### src/hdl/gdd_pkg.sv
// Shared types, constants and calendar tables for the date difference core.
package gdd_pkg;

	// Width of a linear day number after the 400-year shift.
	localparam int NumW = 23;

	localparam int YEAR_LIMIT = 9999;

	localparam logic [21:0] COUNT_MAX = 22'd4194303;

	// Reciprocal of 100 scaled by 2^19; exact for the year range in use.
	localparam logic [12:0] RECIP100 = 13'd5243;
	localparam int RecipShift = 19;

	localparam logic [1:0] ORD_LESS    = 2'd0;
	localparam logic [1:0] ORD_EQUAL   = 2'd1;
	localparam logic [1:0] ORD_GREATER = 2'd2;

	// Load enables for the three conversion stages.
	typedef struct packed {
		logic s1;
		logic s2;
		logic s3;
	} gdd_adv_t;

	// Length of a month in a common year.
	function automatic logic [4:0] month_len(input logic [3:0] m);
		logic [4:0] len;
		case (m)
			4'd2:                       len = 5'd28;
			4'd4, 4'd6, 4'd9, 4'd11:    len = 5'd30;
			default:                    len = 5'd31;
		endcase
		return len;
	endfunction

	// Days before a month in a year that starts in March.
	function automatic logic [8:0] month_offset(input logic [3:0] mm);
		logic [8:0] off;
		case (mm)
			4'd0:    off = 9'd0;
			4'd1:    off = 9'd31;
			4'd2:    off = 9'd61;
			4'd3:    off = 9'd92;
			4'd4:    off = 9'd122;
			4'd5:    off = 9'd153;
			4'd6:    off = 9'd184;
			4'd7:    off = 9'd214;
			4'd8:    off = 9'd245;
			4'd9:    off = 9'd275;
			4'd10:   off = 9'd306;
			4'd11:   off = 9'd337;
			default: off = 9'd0;
		endcase
		return off;
	endfunction

endpackage

### src/hdl/gdd_date_conv.sv
// Three-stage conversion of one date into a linear day number with a validity flag.
module gdd_date_conv import gdd_pkg::*; (
	input  logic            clk,
	input  gdd_adv_t        adv,
	input  logic [4:0]      day,
	input  logic [3:0]      month,
	input  logic [13:0]     year,
	output logic [NumW-1:0] num_s3,
	output logic            ok_s3
);

	// Stage 1: shifted year, March-based month, divisions by 100.
	logic [14:0] yy;
	logic [3:0]  mm;
	logic [26:0] prod_y;
	logic [27:0] prod_yy;

	logic [13:0] y_s1;
	logic [14:0] yy_s1;
	logic [3:0]  mm_s1;
	logic [4:0]  d_s1;
	logic [7:0]  qy_s1;
	logic [7:0]  qyy_s1;
	logic [4:0]  len_s1;
	logic        feb_s1;
	logic        basic_s1;

	always_comb begin
		if (month <= 4'd2) begin
			yy = 15'(year) + 15'd399;
			mm = month + 4'd9;
		end else begin
			yy = 15'(year) + 15'd400;
			mm = month - 4'd3;
		end
		prod_y  = 27'(year) * 27'(RECIP100);
		prod_yy = 28'(yy) * 28'(RECIP100);
	end

	always_ff @(posedge clk) begin
		if (adv.s1) begin
			y_s1     <= year;
			yy_s1    <= yy;
			mm_s1    <= mm;
			d_s1     <= day;
			qy_s1    <= prod_y[RecipShift+7:RecipShift];
			qyy_s1   <= prod_yy[RecipShift+7:RecipShift];
			len_s1   <= month_len(month);
			feb_s1   <= (month == 4'd2);
			basic_s1 <= (month >= 4'd1) && (month <= 4'd12) &&
				(year <= 14'(YEAR_LIMIT)) && (day != 5'd0);
		end
	end

	// Stage 2: leap year and day check, then the two partial sums.
	logic [13:0] rem_y;
	logic        leap;
	logic [4:0]  len;

	logic [NumW-1:0] part1_s2;
	logic [9:0]      part2_s2;
	logic [7:0]      qyy_s2;
	logic            ok_s2;

	always_comb begin
		rem_y = y_s1 - 14'(qy_s1) * 14'd100;
		// Divisible by 400 exactly when divisible by 100 with a quotient divisible by 4.
		leap = ((y_s1[1:0] == 2'd0) && (rem_y != 14'd0)) ||
			((rem_y == 14'd0) && (qy_s1[1:0] == 2'd0));
		len = (feb_s1 && leap) ? 5'd29 : len_s1;
	end

	always_ff @(posedge clk) begin
		if (adv.s2) begin
			part1_s2 <= NumW'(yy_s1) * NumW'(365) + NumW'(yy_s1 >> 2);
			part2_s2 <= 10'(month_offset(mm_s1)) + 10'(d_s1) + 10'(qyy_s1 >> 2) - 10'd1;
			qyy_s2   <= qyy_s1;
			ok_s2    <= basic_s1 && (d_s1 <= len);
		end
	end

	// Stage 3: final day number.
	always_ff @(posedge clk) begin
		if (adv.s3) begin
			num_s3 <= part1_s2 - NumW'(qyy_s2) + NumW'(part2_s2);
			ok_s3  <= ok_s2;
		end
	end

endmodule

### src/hdl/gdd_compare.sv
// Output stage: orders two day numbers and forms the saturated absolute difference.
module gdd_compare import gdd_pkg::*; (
	input  logic            clk,
	input  logic            load,
	input  logic [NumW-1:0] num_a,
	input  logic            ok_a,
	input  logic [NumW-1:0] num_b,
	input  logic            ok_b,
	output logic [1:0]      order_s4,
	output logic [21:0]     count_s4,
	output logic            invalid_s4
);

	logic [NumW-1:0] diff;
	logic [1:0]      order;

	always_comb begin
		if (num_a < num_b) begin
			order = ORD_LESS;
			diff  = num_b - num_a;
		end else if (num_a == num_b) begin
			order = ORD_EQUAL;
			diff  = '0;
		end else begin
			order = ORD_GREATER;
			diff  = num_a - num_b;
		end
	end

	always_ff @(posedge clk) begin
		if (load) begin
			if (!(ok_a && ok_b)) begin
				order_s4   <= ORD_LESS;
				count_s4   <= '0;
				invalid_s4 <= 1'b1;
			end else begin
				order_s4   <= order;
				count_s4   <= (diff > NumW'(COUNT_MAX)) ? COUNT_MAX : diff[21:0];
				invalid_s4 <= 1'b0;
			end
		end
	end

endmodule

### src/hdl/gregorian_date_difference_core.sv
// Top level of the Gregorian date difference core: four-stage pipeline with stream ports.
//
// Channel  | Dir | Beat contents
// ---------+-----+-------------------------------------------------------------
// s_axis   | in  | two dates: day, month, year of the first, then of the second
// m_axis   | out | order and absolute day count in tdata, invalid flag in tuser
//
// A result passes through the stage registers s1, s2, s3 and s4 on its way to m_axis,
// and a new pair of dates can be taken in every cycle unless m_tready stalls the
// pipeline; the depth is set by the day-number conversion (three stages) followed
// by the compare and subtract stage.
// Each stage holds its own valid bit and loads whenever it is empty or its
// successor moves on, so bubbles are squeezed out and a stall on m_tready backs
// up stage by stage without losing or repeating a beat.
// Reset clears only the valid bits; the data registers hold no reset value.
module gregorian_date_difference_core import gdd_pkg::*; (
	input  logic        clk,
	input  logic        arst_n,
	input  logic        s_tvalid,
	output logic        s_tready,
	// first_day[4:0], first_month[8:5], first_year[22:9],
	// second_day[27:23], second_month[31:28], second_year[45:32], zero fill [47:46]
	input  logic [47:0] s_tdata,
	output logic        m_tvalid,
	input  logic        m_tready,
	// order[1:0], day_count[23:2]
	output logic [23:0] m_tdata,
	// invalid[0]
	output logic        m_tuser
);

	logic v_s1, v_s2, v_s3, v_s4;
	logic rdy1, rdy2, rdy3, rdy4;
	gdd_adv_t adv;

	// A stage may load when it is empty or when its contents move on this cycle.
	assign rdy4 = !v_s4 || m_tready;
	assign rdy3 = !v_s3 || rdy4;
	assign rdy2 = !v_s2 || rdy3;
	assign rdy1 = !v_s1 || rdy2;

	assign adv.s1 = rdy1;
	assign adv.s2 = rdy2;
	assign adv.s3 = rdy3;

	assign s_tready = rdy1;
	assign m_tvalid = v_s4;

	always_ff @(posedge clk or negedge arst_n) begin
		if (!arst_n) begin
			v_s1 <= 1'b0;
			v_s2 <= 1'b0;
			v_s3 <= 1'b0;
			v_s4 <= 1'b0;
		end else begin
			if (rdy1) v_s1 <= s_tvalid;
			if (rdy2) v_s2 <= v_s1;
			if (rdy3) v_s3 <= v_s2;
			if (rdy4) v_s4 <= v_s3;
		end
	end

	// Both dates are converted side by side by identical pipelines.
	logic [NumW-1:0] num_a_s3, num_b_s3;
	logic            ok_a_s3, ok_b_s3;

	gdd_date_conv u_conv_a (
		.clk    (clk),
		.adv    (adv),
		.day    (s_tdata[4:0]),
		.month  (s_tdata[8:5]),
		.year   (s_tdata[22:9]),
		.num_s3 (num_a_s3),
		.ok_s3  (ok_a_s3)
	);

	gdd_date_conv u_conv_b (
		.clk    (clk),
		.adv    (adv),
		.day    (s_tdata[27:23]),
		.month  (s_tdata[31:28]),
		.year   (s_tdata[45:32]),
		.num_s3 (num_b_s3),
		.ok_s3  (ok_b_s3)
	);

	logic [1:0]  order_s4;
	logic [21:0] count_s4;
	logic        invalid_s4;

	gdd_compare u_compare (
		.clk        (clk),
		.load       (rdy4),
		.num_a      (num_a_s3),
		.ok_a       (ok_a_s3),
		.num_b      (num_b_s3),
		.ok_b       (ok_b_s3),
		.order_s4   (order_s4),
		.count_s4   (count_s4),
		.invalid_s4 (invalid_s4)
	);

	assign m_tdata = {count_s4, order_s4};
	assign m_tuser = invalid_s4;

	// An accepted beat always occupies the first stage on the next cycle.
	a_accept_fills: assert property (@(posedge clk) disable iff (!arst_n)
		s_tvalid && s_tready |=> v_s1)
		else $error("accepted beat did not enter the first stage");

	// An invalid result carries zero order and zero count.
	a_invalid_zero: assert property (@(posedge clk) disable iff (!arst_n)
		m_tvalid && m_tuser |-> (order_s4 == ORD_LESS) && (count_s4 == 22'd0))
		else $error("invalid result with non-zero fields");

	// Equal dates give a zero count, and unequal valid dates a non-zero one.
	a_equal_count: assert property (@(posedge clk) disable iff (!arst_n)
		m_tvalid && !m_tuser |-> ((order_s4 == ORD_EQUAL) == (count_s4 == 22'd0)))
		else $error("order and day count disagree");

	// A stalled output stage keeps the beat behind it from being overwritten.
	a_stall_holds: assert property (@(posedge clk) disable iff (!arst_n)
		v_s4 && !m_tready && v_s3 |=> v_s3 && $stable(num_a_s3) && $stable(num_b_s3))
		else $error("stage three changed while the output was stalled");

endmodule
### config.mk
export PLATFORM = sky130hd
export DESIGN_NAME = gregorian_date_difference_core
export DESIGN_NICKNAME = d
export VERILOG_FILES = /design/src/hdl/gdd_pkg.sv /design/src/hdl/gdd_date_conv.sv /design/src/hdl/gdd_compare.sv /design/src/hdl/gregorian_date_difference_core.sv
export SDC_FILE = /design/constraint.sdc
export NUM_CORES = 2
export LEC_CHECK = 0
export BUFFER_PORTS_ARGS = -buffer_cell sky130_fd_sc_hd__buf_4
export CAP_MARGIN = 20
export CORE_MARGIN = 1.5
export CORE_UTILIZATION = 45
export DETAILED_ROUTE_END_ITERATION = 10
export GPL_TIMING_DRIVEN = 0
export HOLD_SLACK_MARGIN = 0.05
export SYNTH_ARGS = -nofsm -noshare
export SYNTH_HDL_FRONTEND = slang
export SYNTH_SLANG_ARGS = --single-unit
export TNS_END_PERCENT = 1
### constraint.sdc
create_clock -name clk -period 7.3 [get_ports clk]
set_clock_uncertainty 0.15 [all_clocks]
set_input_delay 1.095 -clock clk [delete_from_list [all_inputs] [get_ports clk]]
set_output_delay 1.095 -clock clk [all_outputs]
set_load 0.02 [all_outputs]
==> run summary <==
The tools report the number of pins exceeding their max-slew limit in the final report as 0. For the worst setup path, the data required time is 7.46 ns. For the setup-violating endpoint count in the final report, the log shows 0. By area the synthesized netlist is led by sky130_fd_sc_hd__ha_1 (26%), sky130_fd_sc_hd__edfxtp_1 (21%), sky130_fd_sc_hd__fa_1 (21%), sky130_fd_sc_hd__inv_1 (9.3%), sky130_fd_sc_hd__xnor2_1 (3.3%).

The run gives 25970 as the via count of the first global-routing pass. The run gives 0 as the number of nets with antenna violations after detailed routing. The number of library cell types mapped by synthesis is 77, and the share of the clock period used by the worst path is 96.32%.

Clock-pin slew was measured on the worst setup and hold paths at 0.06 ns. The count of buffers from port buffering was 76. From bottom edge to top edge, the die measures 296.5 um.

The H-tree generated during clock tree synthesis spans 2 levels. The total number of vias was 25480. For the pin with the worst max-slew slack, the measured transition is 0.9091 ns. The number of nets in the finished design is 5207, and the maximum operating frequency is 0.1422 GHz.

The share of synthesized area in the top cell type comes to 25.92%. The count of antenna diodes in the layout is 0, and the overall fraction of global-route tracks in use is 18.65%. Averaged over all synthesized cells, the footprint is 10.22 um2. The most numerous cell type found on the critical path is sky130_fd_sc_hd__fa_1. The peak fanout along the critical path is 6.

The run gives 3794 as the cell count after synthesis. Among all cell types in the netlist, the one instantiated most often is sky130_fd_sc_hd__inv_1. The floorplan step defined a core boundary enclosing 0.08528 mm2.

Once routing completed, OpenROAD measured the worst setup slack at 0.2689 ns. The die outline area came out at 0.08792 mm2. Among all flip-flop cells after synthesis, the most frequent one is sky130_fd_sc_hd__edfxtp_1. Clock latency on the worst-skew pair, taken at its later pin, is 0.57 ns. The run gives 5057 as the total nets after synthesis.

After layout, the minimum clock period comes to 7.031 ns. The largest net degree at the start of global routing was 66; the number of primary I/O pins was 79. The total overflow left after global routing is 0. The tools report the first-pass GRT wire length as 131600 um. For the post-synth design cell area, the log shows 0.03877 mm2.

Floorplan die width: 296.5 um. The number of synthesized register bits was 295. Routability congestion estimate: 0.9115. The first detailed-routing pass ran for 6 iterations.

Across the run, the number of max-cap violations was 0. Share of flip-flops with an asynchronous set or reset: 1.356%. The worst-path cell with the longest stage delay was sky130_fd_sc_hd__fa_1. In this run the core area contains 107 standard-cell rows. STA classifies the critical path startpoint as an input pin. The placement-stage worst setup slack was -1.404 ns. The worst setup path is captured at a flip-flop. After detailed routing, the number of remaining DRC violations is 0. The run gives 3 as the maximum buffer depth of the clock tree. The endpoint arrival time on the critical path was 7.19 ns; the average via count per standard cell was 4.979. The logs give 78030 um for the final wirelength and 39.40% for the headroom to the max-slew limit. In this run, CTS created clock tree buffers numbering 39. The number of antenna violations at the first check in global routing was 2; the maximum cell stage delay along the critical path was 0.51 ns. The flow ran to the end, and the final reports show no timing, DRC or antenna violations. The number of clock sinks was 295. TritonCTS built the clock tree.

Counting instances in the post-synthesis netlist gives the leading cell types as sky130_fd_sc_hd__inv_1 (958), sky130_fd_sc_hd__ha_1 (803), sky130_fd_sc_hd__fa_1 (408), sky130_fd_sc_hd__edfxtp_1 (273), sky130_fd_sc_hd__a21oi_1 (160). The Yosys warning count is 0. The final-report hold violation count is 0. Setup repair after global routing could not meet its margin everywhere. In this run the worst hold path is classified as in -> async. The tree is rooted in a sky130_fd_sc_hd__clkbuf_16. The post-detailed-route wirelength per cell was 15.25 um; the portion of the post-synthesis area used by sequential elements was 22.33%. The fraction of final layout cells sized beyond drive strength 1 was 6.695%; the starting utilization of the core area was 45.46%. The synthesized design contains 273 enable-type register cells. In this run, the number of DRC markers left after iteration 0 of detailed routing was 1106. The critical path in this run is classified as in -> reg.

Largest area contributor in the netlist: sky130_fd_sc_hd__ha_1. Compared with the post-synthesis result, the final layout area differs by 10.37%. The half-perimeter wire length after detailed placement was 66020 um.
[final timing paths]
path	start	end	slack, ns	cells after the start
worst max-delay path	s_tdata[5]	u_conv_a.qyy_s1[7]$_DFFE_PN_	0.27	29
worst min-delay path	arst_n	v_s1$_DFFE_PN0N_	0.19	1
worst max register to register	u_conv_b.yy_s1[6]$_DFFE_PN_	u_conv_b.part1_s2[21]$_DFFE_PP_	1.58	20
worst min register to register	u_conv_b.qyy_s1[1]$_DFFE_PN_	u_conv_b.qyy_s2[1]$_DFFE_PP_	0.27	0
max in group asynchronous	arst_n	v_s3$_DFFE_PN0P_	6.70	1
min in group clk	u_conv_b.qyy_s1[1]$_DFFE_PN_	u_conv_b.qyy_s2[1]$_DFFE_PP_	0.27	0
[cell usage in the layout (no fill, tap or decap), types with 26 or more instances in the layout]
master                        n
sky130_fd_sc_hd__a21o_1      65
sky130_fd_sc_hd__nor3_1      44
sky130_fd_sc_hd__o21ai_0    105
sky130_fd_sc_hd__nor2_1     129
sky130_fd_sc_hd__fa_1       408
sky130_fd_sc_hd__nand3_1     59
sky130_fd_sc_hd__xor2_1      55
sky130_fd_sc_hd__buf_4      104
sky130_fd_sc_hd__a21oi_1    156
sky130_fd_sc_hd__o21a_1      35
sky130_fd_sc_hd__and3_1      27
sky130_fd_sc_hd__nand2_1    112
sky130_fd_sc_hd__clkbuf_16   41
sky130_fd_sc_hd__ha_1       798
sky130_fd_sc_hd__or3_1       28
sky130_fd_sc_hd__edfxtp_1   273
sky130_fd_sc_hd__xnor2_1    124
sky130_fd_sc_hd__clkbuf_1    26
sky130_fd_sc_hd__inv_1      951
[worst max-delay path: cells and delay by family]
kind            cells  cell delay [ns]
compound gates     10             2.09
simple gates        3             0.34
xor+xnor            2             0.36
buf+inv             7             0.67
fa+ha+maj           7             2.62
[layer usage]
layer / global-route usage, % / up-vias / share of wire [%]
li1: - / 12860 / -
met1: 26.21 / 12220 / 48
met4: 4.505 / 4 / 2.2
met2: 30.54 / 312 / 46
met5: 0 / - / 0.029
met3: 2.383 / 93 / 3.5
[per-stage QoR]
step                hold WS [ns]  setup TNS [ns]  utilization (%)  std cells  cell area, um2
floorplan                 0.2503               0                -       3794           38790
global route              0.1725        -0.07620            50.17       5117           42780
CTS                       0.1605       -0.007899            49.67       5091           42360
global placement          0.2540          -92.12            47.84       5014           40800
detailed placement        0.2545          -17.43            47.95       5017           40890
finish                    0.1905               0            50.17       5117           42780
[area by class of cell]
type / instances / area, um2
Sequential cell: 295 / 8658
Fill cell: 7878 / 42500
Buffer: 32 / 153.9
Timing Repair Buffer: 109 / 880.8
Inverter: 958 / 3610
Clock inverter: 25 / 210.2
Multi-Input combinational cell: 2509 / 26800
Clock buffer: 45 / 1041
Tap cell: 1144 / 1431
[cell families after synthesis]
logic type / count (synthesis) / synth area share [%]
fa+ha+maj: 1211 / 46.99
buf+inv: 990 / 9.663
compound gates: 563 / 9.554
simple gates: 523 / 6.620
flops: 295 / 22.33
xor+xnor: 201 / 4.541
mux: 11 / 0.3002
[flip-flops by register name, indices dropped and copies added, names as in the netlist, 14 cells and up, named ones only]
| name | cells |
|---|---|
| u_compare.count_s4 | 22 |
| u_conv_a.y_s1 | 14 |
| u_conv_b.part1_s2 | 23 |
| u_conv_a.yy_s1 | 15 |
| u_conv_b.y_s1 | 14 |
| u_conv_a.num_s3 | 23 |
| u_conv_a.part1_s2 | 23 |
| u_conv_b.num_s3 | 23 |
| u_conv_b.yy_s1 | 15 |
[timing repair]
action                                  4_1_cts  5_1_grt
resized for setup                            25       41
hold buffers                                  0        0
buffers inserted                              4       25
pin swaps                                     6       14
endpoints found under the setup margin       16       14
Power is not shown: default switching activity piles up to over one toggle a cycle in this logic, so the estimate is an artifact.
